`config.mk`:
```
export PLATFORM = sky130hd
export DESIGN_NAME = sdf_serializer
export DESIGN_NICKNAME = d
export VERILOG_FILES = /design/src/hdl/sdf_pkg.sv /design/src/hdl/sdf_serializer.sv
export SDC_FILE = /design/constraint.sdc
export NUM_CORES = 1
export LEC_CHECK = 0
export BUFFER_PORTS_ARGS = -buffer_cell sky130_fd_sc_hd__buf_2
export CORE_MARGIN = 10
export CORE_UTILIZATION = 48
export CTS_CLUSTER_SIZE = 25
export DETAILED_ROUTE_END_ITERATION = 16
export GPL_TIMING_DRIVEN = 1
export PLACE_DENSITY = 0.84
export RECOVER_POWER = 25
export SYNTH_ARGS = -nofsm -noshare
export SYNTH_HDL_FRONTEND = slang
export SYNTH_SLANG_ARGS = --single-unit
```
`constraint.sdc`:
```
create_clock -name clock -period 5.9 [get_ports clock]
set_input_delay 0 -clock clock [delete_from_list [all_inputs] [get_ports clock]]
set_output_delay 0 -clock clock [all_outputs]
set_load 0.02 [all_outputs]
```
`src/hdl/sdf_pkg.sv`:
```
`timescale 1ns / 1ps
`default_nettype none
// ----------------------------------------------------------------------------
// sdf_pkg: shared constants and types of the decimal digit formatter
// Digit codes, range limits, the reciprocal for divide by ten and the word
// that one cell hands to the next.
// ----------------------------------------------------------------------------
package sdf_pkg;

   localparam int NUM_POSITIONS = 8;
   localparam int CODE_W        = 4;
   localparam int CODES_W       = NUM_POSITIONS * CODE_W;
   localparam int CNT_W         = $clog2(NUM_POSITIONS + 1);
   localparam int VALUE_W       = 32;
   localparam int COUNT_IN_W    = 4;

   localparam logic [CODE_W-1:0] CODE_ZERO  = 4'd0;
   localparam logic [CODE_W-1:0] CODE_MINUS = 4'd10;
   localparam logic [CODE_W-1:0] CODE_BLANK = 4'd15;

   localparam logic [VALUE_W-1:0] POS_LIMIT = 32'd99999999;
   localparam logic [VALUE_W-1:0] NEG_LIMIT = 32'd999999;

   // floor(x / 10) = (x * RECIP10) >> RECIP_SHIFT for every 32-bit x
   localparam logic [VALUE_W-1:0] RECIP10     = 32'hCCCC_CCCD;
   localparam int                 RECIP_SHIFT = 35;

   typedef struct packed {
      logic [VALUE_W-1:0] mag;
      logic               minus;
      logic               first;
      logic [CNT_W-1:0]   remain;
      logic               oor;
      logic [CODES_W-1:0] codes;
   } cell_data_type;

endpackage
`default_nettype wire

```
`src/hdl/sdf_serializer.sv`:
```
`timescale 1ns / 1ps
`default_nettype none
// ----------------------------------------------------------------------------
// sdf_serializer: result channel of the formatter
// Hold the finished code word of one item and send one position per beat,
// lowest position first, taking the next word as the last beat leaves.
// ----------------------------------------------------------------------------
module sdf_serializer (
   input  wire logic                         clock,
   input  wire logic                         reset,
   input  wire logic                         tail_valid,
   input  wire sdf_pkg::cell_data_type       tail_data,
   output logic                              can_load,
   output logic                              rsp_tvalid,
   input  wire logic                         rsp_tready,
   output logic [7:0]                        rsp_tdata,  // position, digit_code
   output logic                              rsp_tuser,  // out_of_range
   output logic                              rsp_tlast
);

   logic                         valid_ff, valid_in;
   logic [sdf_pkg::CNT_W-1:0]    idx_ff, idx_in;
   logic [sdf_pkg::CODES_W-1:0]  codes_ff, codes_in;
   logic                         oor_ff, oor_in;
   logic                         last_w;
   logic                         load;

   assign last_w   = (idx_ff == sdf_pkg::CNT_W'(sdf_pkg::NUM_POSITIONS - 1));
   assign can_load = !valid_ff || (rsp_tready && last_w);
   assign load     = tail_valid && can_load;

   always_comb begin
      valid_in = valid_ff;
      idx_in   = idx_ff;
      codes_in = codes_ff;
      oor_in   = oor_ff;
      if (valid_ff && rsp_tready) begin
         if (last_w) begin
            valid_in = 1'b0;
         end else begin
            idx_in   = idx_ff + sdf_pkg::CNT_W'(1);
            codes_in = codes_ff >> sdf_pkg::CODE_W;
         end
      end
      if (load) begin
         valid_in = 1'b1;
         idx_in   = '0;
         codes_in = tail_data.codes;
         oor_in   = tail_data.oor;
      end
   end

   always_ff @(posedge clock) begin
      if (reset) begin
         valid_ff <= 1'b0;
         idx_ff   <= '0;
      end else begin
         valid_ff <= valid_in;
         idx_ff   <= idx_in;
      end
      codes_ff <= codes_in;
      oor_ff   <= oor_in;
   end

   assign rsp_tvalid = valid_ff;
   assign rsp_tdata  = {codes_ff[sdf_pkg::CODE_W-1:0], 4'(idx_ff + 1'b1)};
   assign rsp_tuser  = oor_ff;
   assign rsp_tlast  = last_w;

endmodule
`default_nettype wire

```
==> impl_metrics.xml <==
<?xml version="1.0" encoding="UTF-8"?>
<metrics>
  <group name="finish">
    <metric name="fraction_of_layout_cells_with_a_size_suffix_above_1" unit="%">23.7</metric>
    <metric name="n_antenna_cell" unit="">0</metric>
    <metric name="fillCellCount" unit="">259</metric>
    <metric name="syn_to_final_growth" unit="%">36.7</metric>
    <metric name="sequential_cell_area" unit="sq mm">0.00109</metric>
    <metric name="num-nets-final" unit="">269</metric>
    <metric name="multi_input_area" unit="sq um">537</metric>
    <metric name="utilization" unit="%">69.1</metric>
    <metric name="finalNonFillerCells" unit="">240</metric>
  </group>
  <group name="routing">
    <metric name="detail_route.wl_per_cell" unit="um">16.4</metric>
    <metric name="drt.antenna.violating_nets" unit="">0</metric>
    <metric name="number_of_remaining_drc_errors" unit="">0</metric>
    <metric name="routed_via_density" unit="">4.91</metric>
    <metric name="routed-via-count" unit="">1178</metric>
    <metric name="first_pass_iters" unit="">4</metric>
    <metric name="routed_wirelength" unit="um">3940</metric>
    <metric name="drt_first_iter_violations" unit="">41</metric>
  </group>
  <group name="floorplanning">
    <metric name="die_area" unit="sq mm">0.00636</metric>
    <metric name="row_count" unit="">21</metric>
    <metric name="floorplan.initialDensity" unit="%">50.6</metric>
    <metric name="placeable_core_region" unit="sq mm">0.00339</metric>
    <metric name="die_width" unit="um">79.8</metric>
    <metric name="die_y" unit="um">79.8</metric>
    <metric name="top_level_ports" unit="">87</metric>
  </group>
  <group name="yosys">
    <metric name="synthTopCellsByArea" unit="">sky130_fd_sc_hd__edfxtp_1 58%, sky130_fd_sc_hd__mux2_1 18%, sky130_fd_sc_hd__dfxtp_1 5.8%</metric>
    <metric name="post_synth.cell_area_avg" unit="sq um">15.6</metric>
    <metric name="synth_cells" unit="">110</metric>
    <metric name="post-synth-top-area-cell" unit="">sky130_fd_sc_hd__edfxtp_1</metric>
    <metric name="netlist_area" unit="sq mm">0.00171</metric>
    <metric name="count_leader_synth" unit="">sky130_fd_sc_hd__edfxtp_1</metric>
    <metric name="synth_sequential_area_ratio" unit="%">63.6</metric>
    <metric name="synth_enable_flop_cells" unit="">33</metric>
    <metric name="synth_warnings" unit="">0</metric>
    <metric name="yosysTopAreaCellShare" unit="%">57.8</metric>
    <metric name="syn-num-nets" unit="">186</metric>
    <metric name="yosys_register_bits" unit="">38</metric>
    <metric name="synthDistinctLibCells" unit="">27</metric>
    <metric name="synth_common_cells" unit="">33 x sky130_fd_sc_hd__edfxtp_1, 28 x sky130_fd_sc_hd__mux2_1, 5 x sky130_fd_sc_hd__buf_4, 5 x sky130_fd_sc_hd__dfxtp_1</metric>
    <metric name="synth-async-reset-ratio" unit="%">0</metric>
    <metric name="synth_flop_type" unit="">sky130_fd_sc_hd__edfxtp_1</metric>
  </group>
  <group name="global_route">
    <metric name="grt_overflow" unit="">0</metric>
    <metric name="grt_usage" unit="%">12.8</metric>
    <metric name="grt_pass1_vias" unit="">1297</metric>
    <metric name="grt_antenna_before_repair" unit="">0</metric>
    <metric name="maximum_number_of_pins_on_one_net_before_global_route_repair" unit="">37</metric>
    <metric name="wire_length_of_the_first_global_routing_pass" unit="um">6380</metric>
  </group>
  <group name="clock_network">
    <metric name="path_clk_slew" unit="ns">0.11</metric>
    <metric name="cts_post_setup_buffers_inserted" unit="">0</metric>
    <metric name="clk_path_buf_depth" unit="">2</metric>
    <metric name="tritoncts_num_sinks" unit="">38</metric>
    <metric name="cts_root_buffer" unit="">sky130_fd_sc_hd__clkbuf_4</metric>
    <metric name="worstSkewPairLatency" unit="ns">0.34</metric>
    <metric name="clock_tree_from_tritoncts" unit="">done</metric>
    <metric name="cts_made_buffers" unit="">5</metric>
    <metric name="htree_levels" unit="">2</metric>
  </group>
  <group name="flow_run">
    <metric name="timing.max_cap.violations" unit="">1</metric>
  </group>
  <group name="power_and_ir_drop">
    <metric name="ir_drop" unit="uV">148</metric>
    <metric name="power_per_cell_area" unit="mW/mm^2">234</metric>
    <metric name="power.total" unit="mW">0.548</metric>
    <metric name="leakage_dissipation" unit="nW">0.915</metric>
  </group>
  <group name="critical_path">
    <metric name="start_kind" unit="">register</metric>
    <metric name="rr_startpoint" unit="">idx_ff[0]</metric>
    <metric name="critPathKind" unit="">register to register</metric>
    <metric name="reg2reg_slack" unit="ns">2.46</metric>
    <metric name="ff2ff_path_depth" unit="">4</metric>
    <metric name="worst_ep_arrival_time" unit="ns">3.34</metric>
    <metric name="worstReg2RegEnd" unit="">codes_ff[23]</metric>
    <metric name="crit_path_max_fanout" unit="">32</metric>
    <metric name="timing.critical_path.required" unit="ns">5.80</metric>
    <metric name="critical_path.endpoint_type" unit="">register</metric>
  </group>
  <group name="min_path">
    <metric name="min-delay-start" unit="">tail_data[32]</metric>
    <metric name="worstHoldEndpoint" unit="">rsp_tuser</metric>
    <metric name="depth_of_the_worst_hold_timing_path" unit="">2</metric>
    <metric name="min-delay-path-class" unit="">input port to register</metric>
  </group>
  <group name="timing">
    <metric name="final.setup.tns" unit="ns">0</metric>
    <metric name="setup_slack" unit="ns">2.46</metric>
    <metric name="layout_worst_path_cycle_share" unit="%">58.3</metric>
    <metric name="hold_viol_final" unit="">0</metric>
    <metric name="timing.slew.headroom" unit="%">-88.4</metric>
    <metric name="max_freq" unit="GHz">0.291</metric>
    <metric name="setup_repair_after_global_routing_missed_its_margin" unit="">no</metric>
    <metric name="timing.final.setup_violations" unit="">0</metric>
    <metric name="fin_worst_skew" unit="ns">0.00742</metric>
    <metric name="timing_max_transition_violations_final" unit="">33</metric>
    <metric name="shortest_period_the_worst_path_allows" unit="ns">3.44</metric>
    <metric name="worst_slew_pin_slew" unit="ns">2.83</metric>
  </group>
  <group name="placed_design">
    <metric name="setup_slack_at_placement" unit="ns">3.35</metric>
    <metric name="dp_hpwl" unit="um">2370</metric>
    <metric name="place.detailed.instances" unit="">195</metric>
    <metric name="port_buffers" unit="">48</metric>
    <metric name="gp_congestion" unit="">0.716</metric>
  </group>
  <group name="status">
    <metric name="run_status" unit="">finished, violations left</metric>
    <metric name="violations" unit="">max-capacitance violations, max-slew violations</metric>
  </group>
</metrics>
-- registers in the layout (all words and copies together) (netlist names) --
register / flops
codes_ff: 32
idx_ff: 4
rsp_tuser: 1
rsp_tvalid: 1
-- per-stage QoR --
stage	hold slack, ns	instance area, sq um
floorplan	0.0691	1710
global placement	0.179	1950
detailed placement	0.179	1950
CTS	0.347	2370
global route	0.346	2340
finish	0.379	2340
-- worst max-delay path, cell delays in order (launching register included) --
cell and delay [ns]:
sky130_fd_sc_hd__dfxtp_1 0.36, sky130_fd_sc_hd__ha_1 0.27, sky130_fd_sc_hd__nand3b_1 0.17, sky130_fd_sc_hd__a21oi_1 0.09, sky130_fd_sc_hd__a21oi_1 2.10
-- cells in the final DEF, fill, tap and decap left out, types with 2 or more instances in the layout --
master                          count
sky130_fd_sc_hd__clkinv_2           2
sky130_fd_sc_hd__nand3b_1           2
sky130_fd_sc_hd__inv_1              2
sky130_fd_sc_hd__a211oi_1           2
sky130_fd_sc_hd__o21ai_0            4
sky130_fd_sc_hd__and2_1             4
sky130_fd_sc_hd__dlygate4sd3_1     37
sky130_fd_sc_hd__edfxtp_1          33
sky130_fd_sc_hd__buf_2             36
sky130_fd_sc_hd__a21oi_1            4
sky130_fd_sc_hd__mux2_1            28
sky130_fd_sc_hd__nand2_1            3
sky130_fd_sc_hd__clkbuf_4           5
sky130_fd_sc_hd__dfxtp_1            5
sky130_fd_sc_hd__clkbuf_1          13
-- metal layers --
| layer | wire [um] | GRT usage (%) | up-vias |
|---|---|---|---|
| met3 | 276 | 5.74 | 7 |
| met5 | 0 | 0 | - |
| met1 | 1500 | 13.1 | 550 |
| li1 | - | - | 579 |
| met4 | 42 | 3.70 | 0 |
| met2 | 2110 | 23.0 | 42 |
-- where the power goes --
| part | internal (mW) | switching [mW] | total [mW] |
|---|---|---|---|
| combinational | 0.0440 | 0.0380 | 0.0820 |
| clock | 0.0454 | 0.0841 | 0.130 |
| sequential | 0.328 | 0.00772 | 0.336 |
-- how the worst max path moves through the flow --
stage,startpoint,endpoint,slack (ns),cells past startpoint
after CTS,idx_ff[0],codes_ff[24],3.33,4
after global routing,idx_ff[0],codes_ff[27],2.18,4
final,idx_ff[0],codes_ff[23],2.46,4
after detailed placement,idx_ff[0],codes_ff[24],3.35,4
after floorplan,idx_ff[0],codes_ff[0],3.10,4
after global placement,idx_ff[0],codes_ff[23],3.52,4
-- area by class of cell --
class,instances,area share (%)
flip-flops and latches,38,46.6
repair buffers,85,25.4
multi-input cells,60,22.9
well taps,46,2.46
clock buffers,6,1.76
inverters,3,0.481
clock inverters,2,0.427
-- cells by family (layout without fill, tap and decap cells) --
logic type,count (synthesis),in the layout,synth area share [%]
xor gates and xnor gates,2,2,1.02
adders and majority gates,1,1,0.730
muxes,28,28,18.4
buffers and inverters,12,96,5.69
and+or+nand+nor,16,16,5.69
DFF,38,38,63.6
AOI/OAI and AO/OA,13,13,4.82
-- timing repair --
item	CTS	global route
hold buffers	37	0
hold endpoints to repair	38	0
resized for setup	0	0
Note: power is estimated with default switching activity, not from simulation.
